[src/rtl/slcs_pkg.sv]
package slcs_pkg;

  localparam int unsigned LineBitsDefault = 16;
  localparam int unsigned LineOutW        = 16;
  localparam int unsigned QueueDepth      = 2;

  typedef enum logic [3:0] {
    ST_WS, ST_ID, ST_INT, ST_DBL, ST_STR, ST_OP, ST_LOG, ST_INC, ST_CMP,
    ST_PSO, ST_PD, ST_ESC, ST_COM, ST_BLK
  } state_e;

  typedef enum logic [1:0] {
    KIND_CHAR  = 2'd0,
    KIND_CLOSE = 2'd1,
    KIND_ERROR = 2'd2
  } res_kind_e;

  localparam logic [3:0] TK_IDENT    = 4'd0;
  localparam logic [3:0] TK_INT      = 4'd1;
  localparam logic [3:0] TK_DOUBLE   = 4'd2;
  localparam logic [3:0] TK_STRING   = 4'd3;
  localparam logic [3:0] TK_OP       = 4'd4;
  localparam logic [3:0] TK_LOGIC    = 4'd5;
  localparam logic [3:0] TK_INCDEC   = 4'd6;
  localparam logic [3:0] TK_COMPOUND = 4'd7;
  localparam logic [3:0] TK_ARITH    = 4'd8;
  localparam logic [3:0] TK_STR_ESC  = 4'd9;

  localparam logic [7:0] CH_TAB    = 8'h09;
  localparam logic [7:0] CH_LF     = 8'h0A;
  localparam logic [7:0] CH_CR     = 8'h0D;
  localparam logic [7:0] CH_SPACE  = 8'h20;
  localparam logic [7:0] CH_BANG   = 8'h21;
  localparam logic [7:0] CH_DQUOTE = 8'h22;
  localparam logic [7:0] CH_HASH   = 8'h23;
  localparam logic [7:0] CH_PCT    = 8'h25;
  localparam logic [7:0] CH_LPAREN = 8'h28;
  localparam logic [7:0] CH_RPAREN = 8'h29;
  localparam logic [7:0] CH_STAR   = 8'h2A;
  localparam logic [7:0] CH_PLUS   = 8'h2B;
  localparam logic [7:0] CH_COMMA  = 8'h2C;
  localparam logic [7:0] CH_MINUS  = 8'h2D;
  localparam logic [7:0] CH_DOT    = 8'h2E;
  localparam logic [7:0] CH_SLASH  = 8'h2F;
  localparam logic [7:0] CH_0      = 8'h30;
  localparam logic [7:0] CH_9      = 8'h39;
  localparam logic [7:0] CH_SEMI   = 8'h3B;
  localparam logic [7:0] CH_LT     = 8'h3C;
  localparam logic [7:0] CH_EQ     = 8'h3D;
  localparam logic [7:0] CH_GT     = 8'h3E;
  localparam logic [7:0] CH_LBRACK = 8'h5B;
  localparam logic [7:0] CH_BSLASH = 8'h5C;
  localparam logic [7:0] CH_RBRACK = 8'h5D;
  localparam logic [7:0] CH_LC_N   = 8'h6E;
  localparam logic [7:0] CH_LC_R   = 8'h72;
  localparam logic [7:0] CH_LC_T   = 8'h74;
  localparam logic [7:0] CH_LBRACE = 8'h7B;
  localparam logic [7:0] CH_PIPE   = 8'h7C;
  localparam logic [7:0] CH_RBRACE = 8'h7D;

  typedef struct packed {
    logic [7:0] in_char;
    logic       end_of_text;
  } in_item_t;

  typedef struct packed {
    logic [1:0]          kind;
    logic [7:0]          out_char;
    logic [3:0]          token_kind;
    logic [LineOutW-1:0] line_number;
    logic                last_of_run;
  } out_item_t;

  // Everything one input item produces: leading close, character, trailing close
  typedef struct packed {
    logic [LineOutW-1:0] line_number;
    logic                pre_v;
    logic [3:0]          pre_tk;
    logic                ch_v;
    logic                ch_err;
    logic [7:0]          ch;
    logic                post_v;
    logic [3:0]          post_tk;
  } bundle_t;

endpackage

[src/rtl/slcs_front.sv]
module slcs_front import slcs_pkg::*; #(
  parameter int unsigned LINE_BITS = LineBitsDefault
) (
  input  logic     clk_i,
  input  logic     rst_ni,
  input  logic     push_i,
  input  in_item_t in_item_i,
  input  logic     q_full_i,
  output logic     bundle_push_o,
  output bundle_t  bundle_o
);

  typedef struct packed {
    state_e     st;
    logic       ld;
    logic       ch_done;
    logic       ch_v;
    logic [7:0] ch;
    logic       pre_v;
    logic [3:0] pre_tk;
    logic       post_v;
    logic [3:0] post_tk;
  } lex_work_t;

  state_e               state_q, state_d;
  logic                 lone_dot_q, lone_dot_d;
  logic                 err_q, err_d;
  logic [LINE_BITS-1:0] line_q, line_d;
  lex_work_t            w;
  logic                 bad;
  logic                 take;
  logic [7:0]           c;

  function automatic lex_work_t do_close(lex_work_t wi);
    lex_work_t  wo;
    logic       v;
    logic [3:0] tk;
    wo = wi;
    v  = 1'b1;
    tk = TK_IDENT;
    case (wi.st)
      ST_ID:   tk = TK_IDENT;
      ST_INT:  tk = TK_INT;
      ST_DBL:  tk = TK_DOUBLE;
      ST_STR:  tk = TK_STRING;
      ST_OP:   tk = TK_OP;
      ST_LOG:  tk = TK_LOGIC;
      ST_INC:  tk = TK_INCDEC;
      ST_CMP:  tk = TK_COMPOUND;
      ST_PSO:  tk = TK_ARITH;
      ST_ESC:  tk = TK_STR_ESC;
      ST_PD:   tk = wi.ld ? TK_OP : TK_DOUBLE;
      default: v = 1'b0;
    endcase
    if (v) begin
      if (wi.ch_done) begin
        wo.post_v  = 1'b1;
        wo.post_tk = tk;
      end else begin
        wo.pre_v  = 1'b1;
        wo.pre_tk = tk;
      end
    end
    wo.st = ST_WS;
    wo.ld = 1'b0;
    return wo;
  endfunction

  function automatic lex_work_t do_append(lex_work_t wi, logic [7:0] ch);
    lex_work_t wo;
    wo = wi;
    if (wi.st == ST_PD) wo.ld = 1'b0;
    wo.ch_done = 1'b1;
    wo.ch_v    = (wi.st != ST_COM) && (wi.st != ST_BLK);
    wo.ch      = ch;
    return wo;
  endfunction

  function automatic lex_work_t do_single(lex_work_t wi, logic [7:0] ch);
    lex_work_t wo;
    wo    = do_close(wi);
    wo.st = ST_OP;
    wo    = do_append(wo, ch);
    wo    = do_close(wo);
    return wo;
  endfunction

  function automatic logic in_scb(state_e s);
    return (s == ST_STR) || (s == ST_COM) || (s == ST_BLK);
  endfunction

  assign c    = in_item_i.in_char;
  assign take = push_i && !q_full_i && !err_q;

  always_comb begin
    w         = '0;
    w.st      = state_q;
    w.ld      = lone_dot_q;
    bad       = 1'b0;
    err_d     = err_q;
    line_d    = line_q;
    if (in_item_i.end_of_text) begin
      w      = do_close(w);
      line_d = LINE_BITS'(1);
    end else if (w.st == ST_ESC) begin
      case (c)
        CH_LC_N: begin
          w.st = ST_STR;
          w    = do_append(w, CH_LF);
        end
        CH_LC_R: begin
          w.st = ST_STR;
          w    = do_append(w, CH_CR);
        end
        CH_LC_T: begin
          w.st = ST_STR;
          w    = do_append(w, CH_TAB);
        end
        CH_BSLASH: begin
          w.st = ST_STR;
          w    = do_append(w, CH_BSLASH);
        end
        default: begin
          bad   = 1'b1;
          err_d = 1'b1;
        end
      endcase
    end else if (c >= CH_0 && c <= CH_9) begin
      if (w.st == ST_PSO) begin
        w.st = ST_OP;
        w    = do_close(w);
        w.st = ST_INT;
      end else if (w.st == ST_WS) begin
        w.st = ST_INT;
      end else if (w.st == ST_PD) begin
        w.st = ST_DBL;
      end else if (w.st == ST_OP || w.st == ST_LOG) begin
        w    = do_close(w);
        w.st = ST_INT;
      end
      w = do_append(w, c);
    end else begin
      case (c)
        CH_DOT: begin
          if (w.st == ST_WS) begin
            w.st = ST_PD;
            w    = do_append(w, c);
            w.ld = 1'b1;
          end else if (w.st == ST_INT) begin
            w.st = ST_DBL;
            w    = do_append(w, c);
          end else if (in_scb(w.st)) begin
            w = do_append(w, c);
          end else begin
            w = do_single(w, c);
          end
        end
        CH_LBRACE, CH_RBRACE, CH_LPAREN, CH_RPAREN,
        CH_SEMI, CH_COMMA, CH_LBRACK, CH_RBRACK: begin
          if (w.st == ST_PSO) w.st = ST_OP;
          if (in_scb(w.st)) w = do_append(w, c);
          else              w = do_single(w, c);
        end
        CH_PLUS, CH_MINUS: begin
          if (w.st == ST_PSO) begin
            w.st = ST_INC;
            w    = do_append(w, c);
            w    = do_close(w);
          end else if (!in_scb(w.st)) begin
            w    = do_close(w);
            w.st = ST_PSO;
            w    = do_append(w, c);
          end else begin
            w = do_append(w, c);
          end
        end
        CH_STAR, CH_SLASH, CH_PCT: begin
          if (!in_scb(w.st)) begin
            w    = do_close(w);
            w.st = ST_PSO;
          end
          w = do_append(w, c);
        end
        CH_EQ: begin
          if (w.st == ST_LOG || w.st == ST_OP) begin
            w.st = ST_LOG;
            w    = do_append(w, c);
            w    = do_close(w);
          end else if (w.st == ST_PSO) begin
            w.st = ST_CMP;
            w    = do_append(w, c);
            w    = do_close(w);
          end else if (!in_scb(w.st)) begin
            w    = do_close(w);
            w.st = ST_OP;
            w    = do_append(w, c);
          end else begin
            w = do_append(w, c);
          end
        end
        CH_LT, CH_GT, CH_BANG: begin
          if (!in_scb(w.st)) begin
            w    = do_close(w);
            w.st = ST_LOG;
          end
          w = do_append(w, c);
        end
        CH_SPACE, CH_TAB: begin
          if (in_scb(w.st)) begin
            w = do_append(w, c);
          end else begin
            if (w.st == ST_PSO) w.st = ST_OP;
            w = do_close(w);
          end
        end
        CH_CR, CH_LF: begin
          if (w.st == ST_BLK) begin
            w = do_append(w, c);
          end else begin
            if (w.st == ST_PSO) w.st = ST_OP;
            w = do_close(w);
          end
          if (line_q != '1) line_d = line_q + LINE_BITS'(1);
        end
        CH_DQUOTE: begin
          if (!in_scb(w.st)) begin
            w    = do_close(w);
            w.st = ST_STR;
          end else if (w.st == ST_STR) begin
            w = do_close(w);
          end
        end
        CH_BSLASH: begin
          if (w.st == ST_STR) begin
            w.st = ST_ESC;
          end else if (w.st == ST_COM || w.st == ST_BLK) begin
            w = do_append(w, c);
          end else begin
            if (w.st == ST_PSO) w.st = ST_OP;
            w = do_single(w, c);
          end
        end
        CH_HASH: begin
          if (w.st == ST_STR || w.st == ST_BLK) begin
            w = do_append(w, c);
          end else begin
            if (w.st == ST_PSO) w.st = ST_OP;
            w    = do_close(w);
            w.st = ST_COM;
            w    = do_append(w, c);
          end
        end
        CH_PIPE: begin
          if (w.st == ST_STR) begin
            w = do_append(w, c);
          end else if (w.st == ST_BLK) begin
            w = do_append(w, c);
            w = do_close(w);
          end else begin
            if (w.st == ST_PSO) w.st = ST_OP;
            w    = do_close(w);
            w.st = ST_BLK;
            w    = do_append(w, c);
          end
        end
        default: begin
          if (w.st == ST_WS || w.st == ST_INT || w.st == ST_DBL ||
              w.st == ST_OP || w.st == ST_LOG || w.st == ST_PSO) begin
            if (w.st == ST_PSO) w.st = ST_OP;
            w    = do_close(w);
            w.st = ST_ID;
          end
          w = do_append(w, c);
        end
      endcase
    end
    state_d    = w.st;
    lone_dot_d = w.ld;
  end

  // bad escape: a lone error result; the state stays put as nothing follows it
  always_comb begin
    bundle_o             = '0;
    bundle_o.line_number = LineOutW'(line_q);
    if (bad) begin
      bundle_o.ch_v   = 1'b1;
      bundle_o.ch_err = 1'b1;
      bundle_o.ch     = c;
    end else begin
      bundle_o.pre_v   = w.pre_v;
      bundle_o.pre_tk  = w.pre_tk;
      bundle_o.ch_v    = w.ch_v;
      bundle_o.ch      = w.ch;
      bundle_o.post_v  = w.post_v;
      bundle_o.post_tk = w.post_tk;
    end
  end

  assign bundle_push_o = take && (bundle_o.pre_v || bundle_o.ch_v || bundle_o.post_v);

  always_ff @(posedge clk_i or negedge rst_ni) begin
    if (!rst_ni) begin
      state_q    <= ST_WS;
      lone_dot_q <= 1'b0;
      err_q      <= 1'b0;
      line_q     <= LINE_BITS'(1);
    end else if (take) begin
      err_q <= err_d;
      if (!bad) begin
        state_q    <= state_d;
        lone_dot_q <= lone_dot_d;
        line_q     <= line_d;
      end
    end
  end

endmodule

[src/rtl/slcs_queue.sv]
module slcs_queue import slcs_pkg::*; (
  input  logic    clk_i,
  input  logic    rst_ni,
  input  logic    wr_i,
  input  bundle_t wr_data_i,
  input  logic    rd_i,
  output bundle_t rd_data_o,
  output logic    full_o,
  output logic    empty_o
);

  localparam int unsigned PtrW = (QueueDepth > 1) ? $clog2(QueueDepth) : 1;
  localparam int unsigned CntW = $clog2(QueueDepth + 1);

  bundle_t             mem_q [QueueDepth];
  logic [PtrW-1:0]     wr_ptr_q, rd_ptr_q;
  logic [CntW-1:0]     count_q;
  logic                do_wr, do_rd;

  assign full_o    = (count_q == CntW'(QueueDepth));
  assign empty_o   = (count_q == '0);
  assign rd_data_o = mem_q[rd_ptr_q];
  assign do_wr     = wr_i && !full_o;
  assign do_rd     = rd_i && !empty_o;

  always_ff @(posedge clk_i) begin
    if (do_wr) mem_q[wr_ptr_q] <= wr_data_i;
  end

  always_ff @(posedge clk_i or negedge rst_ni) begin
    if (!rst_ni) begin
      wr_ptr_q <= '0;
      rd_ptr_q <= '0;
      count_q  <= '0;
    end else begin
      if (do_wr) begin
        wr_ptr_q <= (wr_ptr_q == PtrW'(QueueDepth - 1)) ? '0 : wr_ptr_q + PtrW'(1);
      end
      if (do_rd) begin
        rd_ptr_q <= (rd_ptr_q == PtrW'(QueueDepth - 1)) ? '0 : rd_ptr_q + PtrW'(1);
      end
      if (do_wr && !do_rd)      count_q <= count_q + CntW'(1);
      else if (do_rd && !do_wr) count_q <= count_q - CntW'(1);
    end
  end

endmodule

[src/rtl/slcs_back.sv]
module slcs_back import slcs_pkg::*; (
  input  logic      clk_i,
  input  logic      rst_ni,
  input  bundle_t   head_i,
  input  logic      q_empty_i,
  output logic      q_pop_o,
  output logic      empty_o,
  input  logic      pop_i,
  output out_item_t out_item_o
);

  out_item_t  out_q, out_d;
  logic       out_valid_q;
  logic [2:0] sent_q, sent_d;
  logic [2:0] rem, pick, left;
  logic       load;

  // slot 0 leading close, slot 1 character, slot 2 trailing close
  assign rem  = {head_i.post_v, head_i.ch_v, head_i.pre_v} & ~sent_q;
  assign pick = rem[0] ? 3'b001 : (rem[1] ? 3'b010 : 3'b100);
  assign left = rem & ~pick;
  assign load = !q_empty_i && (!out_valid_q || pop_i);

  always_comb begin
    out_d             = '0;
    out_d.line_number = head_i.line_number;
    out_d.last_of_run = (left == '0);
    if (pick[0]) begin
      out_d.kind       = KIND_CLOSE;
      out_d.token_kind = head_i.pre_tk;
    end else if (pick[1]) begin
      out_d.kind     = head_i.ch_err ? KIND_ERROR : KIND_CHAR;
      out_d.out_char = head_i.ch;
    end else begin
      out_d.kind       = KIND_CLOSE;
      out_d.token_kind = head_i.post_tk;
    end
    sent_d = sent_q;
    if (load) sent_d = (left == '0) ? '0 : (sent_q | pick);
  end

  assign q_pop_o    = load && (left == '0);
  assign empty_o    = !out_valid_q;
  assign out_item_o = out_q;

  always_ff @(posedge clk_i) begin
    if (load) out_q <= out_d;
  end

  always_ff @(posedge clk_i or negedge rst_ni) begin
    if (!rst_ni) begin
      out_valid_q <= 1'b0;
      sent_q      <= '0;
    end else begin
      sent_q <= sent_d;
      if (load)       out_valid_q <= 1'b1;
      else if (pop_i) out_valid_q <= 1'b0;
    end
  end

endmodule

[src/rtl/source_lexer_char_stream.sv]
// Path: the first result of an item passes through the bundle queue and then the result register.
// Throughput: one item per cycle at the input while the two-entry bundle queue has room and
// no bad escape has set the error flag; results move one per cycle while they are popped,
// and the result register, which an item with several results holds, sets the sustained rate.
// Reset (rst_ni low, asynchronous): lexer at whitespace, line 1, error flag clear, all
// queues empty.
module source_lexer_char_stream import slcs_pkg::*; #(
  parameter int unsigned LINE_BITS = LineBitsDefault
) (
  input  logic      clk_i,
  input  logic      rst_ni,
  input  logic      push_i,
  output logic      full_o,
  input  in_item_t  in_item_i,
  output logic      empty_o,
  input  logic      pop_i,
  output out_item_t out_item_o
);

  bundle_t front_bundle, head_bundle;
  logic    front_push, q_full, q_empty, q_pop;

  assign full_o = q_full;

  slcs_front #(
    .LINE_BITS (LINE_BITS)
  ) u_front (
    .clk_i         (clk_i),
    .rst_ni        (rst_ni),
    .push_i        (push_i),
    .in_item_i     (in_item_i),
    .q_full_i      (q_full),
    .bundle_push_o (front_push),
    .bundle_o      (front_bundle)
  );

  slcs_queue u_queue (
    .clk_i     (clk_i),
    .rst_ni    (rst_ni),
    .wr_i      (front_push),
    .wr_data_i (front_bundle),
    .rd_i      (q_pop),
    .rd_data_o (head_bundle),
    .full_o    (q_full),
    .empty_o   (q_empty)
  );

  slcs_back u_back (
    .clk_i      (clk_i),
    .rst_ni     (rst_ni),
    .head_i     (head_bundle),
    .q_empty_i  (q_empty),
    .q_pop_o    (q_pop),
    .empty_o    (empty_o),
    .pop_i      (pop_i),
    .out_item_o (out_item_o)
  );

endmodule
[config.mk]
export PLATFORM = sky130hd
export DESIGN_NAME = source_lexer_char_stream
export DESIGN_NICKNAME = d
export VERILOG_FILES = /design/src/rtl/slcs_pkg.sv /design/src/rtl/slcs_front.sv /design/src/rtl/slcs_queue.sv /design/src/rtl/slcs_back.sv /design/src/rtl/source_lexer_char_stream.sv
export SDC_FILE = /design/constraint.sdc
export NUM_CORES = 1
export LEC_CHECK = 0
export BUFFER_PORTS_ARGS = -buffer_cell sky130_fd_sc_hd__buf_2
export CORE_MARGIN = 2
export CORE_UTILIZATION = 66
export DETAILED_ROUTE_END_ITERATION = 10
export GPL_TIMING_DRIVEN = 0
export PLACE_DENSITY = 0.94
export SLEW_MARGIN = 20
export SYNTH_ARGS = -nofsm -noshare
export SYNTH_HDL_FRONTEND = slang
export SYNTH_SLANG_ARGS = --single-unit
[constraint.sdc]
create_clock -name clk_i -period 10.9 [get_ports clk_i]
set_clock_uncertainty 0.05 [all_clocks]
set_input_delay 2.18 -clock clk_i [delete_from_list [all_inputs] [get_ports clk_i]]
set_output_delay 2.18 -clock clk_i [all_outputs]
set_load 0.01 [all_outputs]
==> results of run 1 <==
## synth_stat cells, types with 4 or more instances
| master | count |
|---|---|
| a2111oi_0 | 4 |
| a211oi_1 | 7 |
| a21oi_1 | 41 |
| a221oi_1 | 4 |
| a31oi_1 | 9 |
| and2_1 | 4 |
| and3_1 | 5 |
| and4_1 | 4 |
| buf_2 | 10 |
| clkbuf_1 | 24 |
| dfrtp_1 | 29 |
| edfxtp_1 | 103 |
| ha_1 | 6 |
| inv_1 | 22 |
| mux2_2 | 16 |
| mux2i_1 | 23 |
| nand2_1 | 48 |
| nand2b_1 | 12 |
| nand3_1 | 17 |
| nand3b_1 | 7 |
| nand4_1 | 5 |
| nor2_1 | 62 |
| nor2b_1 | 10 |
| nor3_1 | 14 |
| nor4_1 | 4 |
| o2111ai_1 | 5 |
| o211ai_1 | 7 |
| o21ai_0 | 36 |
| o21ai_1 | 5 |
| o22a_1 | 4 |
| o22ai_1 | 10 |
| or2_2 | 6 |
| or3_1 | 6 |
| xnor2_1 | 7 |
| xor2_1 | 11 |
## power by group through the flow
stage	sequential, mW	combinational [mW]	clock (mW)
2_1_floorplan	0.782	0.381	0
3_3_place_gp	0.758	0.574	0
3_5_place_dp	0.765	0.634	0
4_1_cts	0.768	0.663	0.578
5_1_grt	0.779	0.721	0.600
6_report	0.771	0.689	0.585
## flip-flops by register name, summed over array words and instances (netlist names)
register and cells:
u_front.err_q 1, u_queue.wr_ptr_q 1, u_queue.rd_ptr_q 1, u_front.state_q 4, u_back.out_valid_q 1, u_queue.count_q 2
u_queue.mem_q 72, u_back.sent_q 3, u_front.lone_dot_q 1, u_back.out_item_o 31, u_front.line_q 16
## worst max path at each step
stage | startpoint | end | slack [ns] | cells past startpoint
finish | in_item_i[6] | u_queue.mem_q[1][4] | 5.25 | 10
global route | in_item_i[6] | u_queue.mem_q[1][4] | 5.20 | 10
CTS | in_item_i[6] | u_queue.mem_q[1][18] | 5.46 | 10
detailed placement | in_item_i[4] | u_queue.mem_q[1][6] | 5.10 | 11
global placement | in_item_i[1] | u_queue.mem_q[1][19] | 3.20 | 9
floorplan | in_item_i[1] | u_queue.mem_q[0][0] | 4.87 | 9
## per-stage QoR
stage	hold slack (ns)	total power [mW]	cell area (um^2)	instances
6_report	0.4558	2.045	8341	886
3_3_place_gp	0.4090	1.332	7634	851
4_1_cts	0.4523	2.010	8341	886
2_1_floorplan	0.3981	1.163	7253	670
3_5_place_dp	0.4162	1.398	7747	854
5_1_grt	0.4653	2.100	8341	886
## kinds of logic after synthesis
| kind of cell | share of synthesized area (%) |
|---|---|
| DFF | 53.01 |
| and+or+nand+nor | 17.61 |
| buffers and inverters | 3.743 |
| xor gates and xnor gates | 2.398 |
| adders and majority gates | 1.035 |
| muxes | 5.658 |
| AOI/OAI and AO/OA | 16.54 |
## per-layer routing
| metal | track usage [%] | vias to the layer above |
|---|---|---|
| met5 | 0 | - |
| met4 | 25.37 | 0 |
| met3 | 10.40 | 203 |
| met2 | 69.73 | 715 |
| met1 | 54.84 | 3093 |
| li1 | - | 2671 |
## area by class of cell
| cell class | count | area (um^2) | share of cell area (%) |
|---|---|---|---|
| Sequential cell | 133 | 3845 | 46.10 |
| Buffer | 39 | 177.7 | 2.130 |
| Inverter | 25 | 93.84 | 1.125 |
| Clock inverter | 14 | 175.2 | 2.100 |
| Clock buffer | 18 | 417.9 | 5.011 |
| Tap cell | 140 | 175.2 | 2.100 |
| Timing Repair Buffer | 44 | 287.8 | 3.450 |
| Multi-Input combinational cell | 473 | 3168 | 37.98 |
==> impl_metrics.toml, run 1 <==
[detailed_routing]
num_vias = 6682
top_layer = "met4"
via_per_inst = 7.542
drt-pass1-iter-count = 8
wl_per_cell_um = 28.18
wirelength_mm = 24.97
met3_length_mm = 3.152
dr.first_iter.drc_count = 1320
drc = 0
wl_met1_mm = 8.266
dr_wl_met2_mm = 11.61
ant_nets = 0

[worst_hold_path]
holdPathStages = 1
holdPathEnd = "u_front.err_q"
hold_class = "reg2reg"
hp-start = "u_front.err_q"

[cells_and_area]
final_layout_size_suffix_gt1_share_pct = 18.23
fill_cells = 638
post-route-util_pct = 77.28
diodes = 0
layout_common_cells = "edfxtp_1, nor2_1, buf_2, nand2_1, a21oi_1"
areaGrowthSynthToFinish_pct = 14.99
finalNetCount = 752
layout_commonest_cell = "edfxtp_1"

[global_routing]
grt_overflow = 0
gr-usage-all-layers_pct = 43.78
grt_pass1_vias = 6394
grt_start_max_net_pins = 31
antenna_found_initial = 0
grt_pass1_wl_mm = 37.56

[floorplanning]
row_count = 38
io_pins = 46
start_util_pct = 67.20
dieHeight_um = 108.8
dieArea_mm2 = 0.01184
core-area_mm2 = 0.01079
die_w_um = 108.8

[placed_design]
pre_cts_ws_ns = 5.101
dp_hpwl_mm = 15.51
place.gp.congestion = 1.022
io_buffers = 41

[worst_setup_path]
r2r-end = "u_queue.count_q[1]"
worst_ep_arrival_time_ns = 5.85
rr_startpoint = "u_front.state_q[3]"
required_ns = 11.10
path_max_fanout = 19
path_buf_inv = 3
worstSetupPathType = "in2reg"
cp-start-kind = "input port"
slowest_delay_ns = 0.91
path_delay_family = "compound AO/OA/AOI/OAI gates"
ff2ff_setup_slack_ns = 6.30
cpMostUsedCell = "buf_2"
cp-end-kind = "flip-flop"
reg2reg_depth = 15
cp_slowest_cell = "a21oi_1"
crit_chain = "buf_2 > buf_2 > nand4bb_1 > a21oi_1 > nor2_1 > a311o_1 > o21ai_1 > o21ai_2 > nor2_4 > buf_16"

[clock_network]
postCtsHoldBufs = 0
worstSkewPairLatency_ns = 0.54
clockBufferDepth = 2
htree_num_levels = 4
cts_resized = 0
clkSinkCount = 133
postCtsSetupBuffers = 0
clockRootBuffer = "clkbuf_8"
path_clk_slew_ns = 0.07
numCtsBuffers = 17
cts_tree = "yes"

[power_and_ir_drop]
p_per_area_mw_per_mm2 = 245.2
peakVddDrop_mv = 0.1986
p_leak_nw = 3.152
power.internal_mw = 1.291
combPwrFrac_pct = 33.7
swShare_pct = 36.87
seq_power_share_pct = 37.7
p_sw_mw = 0.7541
clkPwrFrac_pct = 28.6

[yosys]
yosysSeqAreaShare_pct = 53.01
yosys-top-cells-area = "edfxtp_1, dfrtp_1, nor2_1"
async_reset_ff_share_pct = 22.56
synth_ff_type = "edfxtp_1"
synth_cell_type_count = 88
avgSynthCellArea_um2 = 10.83
synth_area_mm2 = 0.007253
synth_edf_count = 103
yosysTopAreaCellShare_pct = 42.64
synth-seq-cells = 133
synthCells = 670
yosysWarnings = 0
synth_top_area_cell = "edfxtp_1"
syn-num-nets = 689

[timing]
tns_ns = 0
period_minus_slack_ns = 5.655
tightest_slew_ns = 1.060
drv_slew = 0
max_freq_ghz = 0.1768
rsz0062_at_grt = "no"
fin_crit_sh_pct = 51.88
fin_ws_ns = 5.245
relSlewSlack_pct = 29.36
hold_viol_final = 0
setup_viol = 0

[job]
cap_violations = 0

[run_status]
status = "finished clean"
Power figures use the tool's default switching activity.
==> run 2: changes to the inputs <==
--- a/config.mk
+++ b/config.mk
@@ -5,12 +5,13 @@
 export SDC_FILE = /design/constraint.sdc
 export NUM_CORES = 1
 export LEC_CHECK = 0
+export ABC_AREA = 1
 export BUFFER_PORTS_ARGS = -buffer_cell sky130_fd_sc_hd__buf_2
 export CORE_MARGIN = 2
-export CORE_UTILIZATION = 66
+export CORE_UTILIZATION = 61
 export DETAILED_ROUTE_END_ITERATION = 10
 export GPL_TIMING_DRIVEN = 0
-export PLACE_DENSITY = 0.94
+export PLACE_DENSITY = 0.88
 export SLEW_MARGIN = 20
 export SYNTH_ARGS = -nofsm -noshare
 export SYNTH_HDL_FRONTEND = slang
==> constraint.sdc (replaced) <==
create_clock -name clk_i -period 5.4 [get_ports clk_i]
set_clock_uncertainty 0.05 [all_clocks]
set_input_delay 1.08 -clock clk_i [delete_from_list [all_inputs] [get_ports clk_i]]
set_output_delay 1.08 -clock clk_i [all_outputs]
set_load 0.01 [all_outputs]
==> run 2 against run 1 <==
Critical path depth grew 8. Sequential share of layout area is 0.59 points lower. Hold slack worse by 0.017 ns. Design area rose by 1.3%. First-iteration DRC count is 31% lower. Clock power is 120% higher. The run now ends with DRC left. Area after synthesis grew 1.3%. Critical endpoint is now u_queue.count_q[1]. Wire length decreased by 17%. Utilization shrank 6.1 points. Non-clock buffer count decreased by 18. Largest cell class unchanged. Global-route usage decreased by 9.9 points. Setup slack got worse by 4.2 ns.
==> impl_metrics.toml, run 2 <==
[detailed_routing]
num_vias = 6772
drt-pass1-iter-count = 9
wirelength_mm = 20.83
wl_per_cell_um = 18.60
dr.first_iter.drc_count = 916
ant_nets = 0
drc = 2
via_per_inst = 6.046
top_layer = "met4"
dr_wl_met2_mm = 9.723
wl_met1_mm = 8.161
met3_length_mm = 2.171

[yosys]
yosys-top-cells-area = "edfxtp_1, nand2_1, dfrtp_1"
async_reset_ff_share_pct = 22.56
synth_cell_type_count = 51
syn-num-nets = 914
synth_top_area_cell = "edfxtp_1"
synth_edf_count = 103
synth_area_mm2 = 0.007346
yosysMostFrequentCell = "nand2_1"
ys_top_cells_by_count = "nand2_1, edfxtp_1, nor2_1"
synth-seq-cells = 133
yosysTopAreaCellShare_pct = 42.11
avgSynthCellArea_um2 = 8.208
yosysSeqAreaShare_pct = 52.34
yosysWarnings = 0
synthCells = 895
synth_ff_type = "edfxtp_1"

[worst_setup_path]
endpoint = "u_queue.count_q[1]"
reg2reg_depth = 18
required_ns = 5.65
crit_start = "u_front.state_q[2]"
worstSetupPathType = "reg2reg"
ff2ff_setup_slack_ns = 1.04
cp-end-kind = "flip-flop"
path_max_fanout = 10
r2r-end = "u_queue.count_q[1]"
rr_startpoint = "u_front.state_q[2]"
cp-start-kind = "flip-flop"
worst_ep_arrival_time_ns = 4.60

[clock_network]
htree_num_levels = 4
clockRootBuffer = "clkbuf_16"
cts_resized = 0
postCtsHoldBufs = 0
cts_tree = "yes"
postCtsSetupBuffers = 0
clkSinkCount = 133
worstSkewPairLatency_ns = 0.42
clockBufferDepth = 2
numCtsBuffers = 17
path_clk_slew_ns = 0.06

[run_status]
violations = "DRC"
status = "finished with violations"

[timing]
drv_slew = 0
relSlewSlack_pct = 46.23
max_freq_ghz = 0.2295
rsz0062_at_grt = "no"
period_minus_slack_ns = 4.357
tightest_slew_ns = 0.8054
hold_viol_final = 0
setup_viol = 0
fin_crit_sh_pct = 80.69

[cells_and_area]
fin_area_mm2 = 0.008448
largest_register_ffs = 72
final_layout_size_suffix_gt1_share_pct = 14.39
areaGrowthSynthToFinish_pct = 15.01
diodes = 0
layout_common_cells = "nand2_1, edfxtp_1, nor2_1, inv_1, o21ai_0"
fin_cells = 1120
layout_commonest_cell = "nand2_1"
regMostFlops = "u_queue.mem_q"
finalNetCount = 979

[power_and_ir_drop]
p_per_area_mw_per_mm2 = 374.6
p_leak_nw = 3.990
peakVddDrop_mv = 0.1582
p_total_mw = 3.165

[placed_design]
place_inst = 1088
dpl_cell_area_mm2 = 0.007790
place.gp.congestion = 1.015
dp_hpwl_mm = 13.93
io_buffers = 45

[floorplanning]
row_count = 40
die_w_um = 113.7
io_pins = 46
core-area_mm2 = 0.01186
dieArea_mm2 = 0.01294
start_util_pct = 61.93
dieHeight_um = 113.7

[worst_hold_path]
hold_class = "reg2reg"

[global_routing]
antenna_found_initial = 0
grt_pass1_wl_mm = 33.33
gr-usage-all-layers_pct = 33.91
grt_overflow = 0
grt_start_max_net_pins = 37
grt_pass1_vias = 6478

[job]
cap_violations = 0
-- run 2: where the power goes --
| group | switching, mW | total [mW] | internal, mW | leakage [nW] |
|---|---|---|---|---|
| sequential | 0.0350 | 1.30 | 1.26 | 1.42 |
| clock | 0.452 | 1.29 | 0.836 | 0.318 |
| combinational | 0.414 | 0.578 | 0.164 | 2.25 |
| total | 0.902 | 3.16 | 2.26 | 3.99 |
-- run 2: final cells by class --
class                   instances  area, um^2
plain buffers                  19       98.84
inverters                     103       386.6
clock buffers                  18       439.2
fillers                       850        3413
repair buffers                 46       252.7
flip-flops and latches        133        3845
multi-input cells             640        3023
clock inverters                14       219.0
well taps                     147       183.9
-- run 2: cell families (layout without fill, tap and decap cells) --
family | Yosys count | in the layout | share of synthesized area [%]
xor+xnor | 5 | 5 | 0.5961
mux | 5 | 5 | 0.6813
flops | 133 | 133 | 52.34
simple gates | 485 | 485 | 27.88
buf+inv | 122 | 200 | 6.609
fa+ha+maj | 6 | 6 | 1.022
compound gates | 139 | 139 | 10.87
-- run 2: metal layers --
layer / vias up / track usage (%)
met5: - / 0
met4: 0 / 14.96
met3: 82 / 8.130
met2: 487 / 53.45
met1: 3067 / 45.18
li1: 3136 / -
-- run 2: worst min path at each step --
stage | from | endpoint | cells after the start
2_1_floorplan | u_front.err_q | u_front.err_q | 2
3_3_place_gp | u_front.err_q | u_front.err_q | 2
3_5_place_dp | u_front.err_q | u_front.err_q | 2
4_1_cts | u_back.sent_q[2] | u_back.sent_q[2] | 1
5_1_grt | u_back.sent_q[2] | u_back.sent_q[2] | 1
6_report | u_back.sent_q[2] | u_back.sent_q[2] | 1
-- run 2: per-stage QoR --
stage | setup WS, ns | hold slack, ns | util, % | setup TNS (ns)
2_1_floorplan | 0.9574 | 0.3714 | - | 0
3_3_place_gp | -0.4450 | 0.3824 | 65.38 | -15.99
3_5_place_dp | 1.159 | 0.3931 | 65.68 | 0
4_1_cts | 1.208 | 0.4405 | 71.22 | 0
5_1_grt | 0.8174 | 0.4530 | 71.22 | 0
6_report | 1.043 | 0.4391 | 71.22 | 0
-- run 2: critical path, stage by stage (launching register included) --
cell and delay [ns]:
dfrtp_1 0.50, clkinv_1 0.32, ha_1 0.30, clkbuf_1 0.19
nand2_1 0.21, buf_2 0.31, nand3_2 0.22, nor4_1 0.50
nand3_1 0.15, nand2_1 0.12, inv_2 0.05, a21oi_2 0.13
nand3_1 0.12, nand2_1 0.20, inv_1 0.11, ha_1 0.33
a21oi_1 0.14, o21ai_0 0.12, xor2_1 0.16
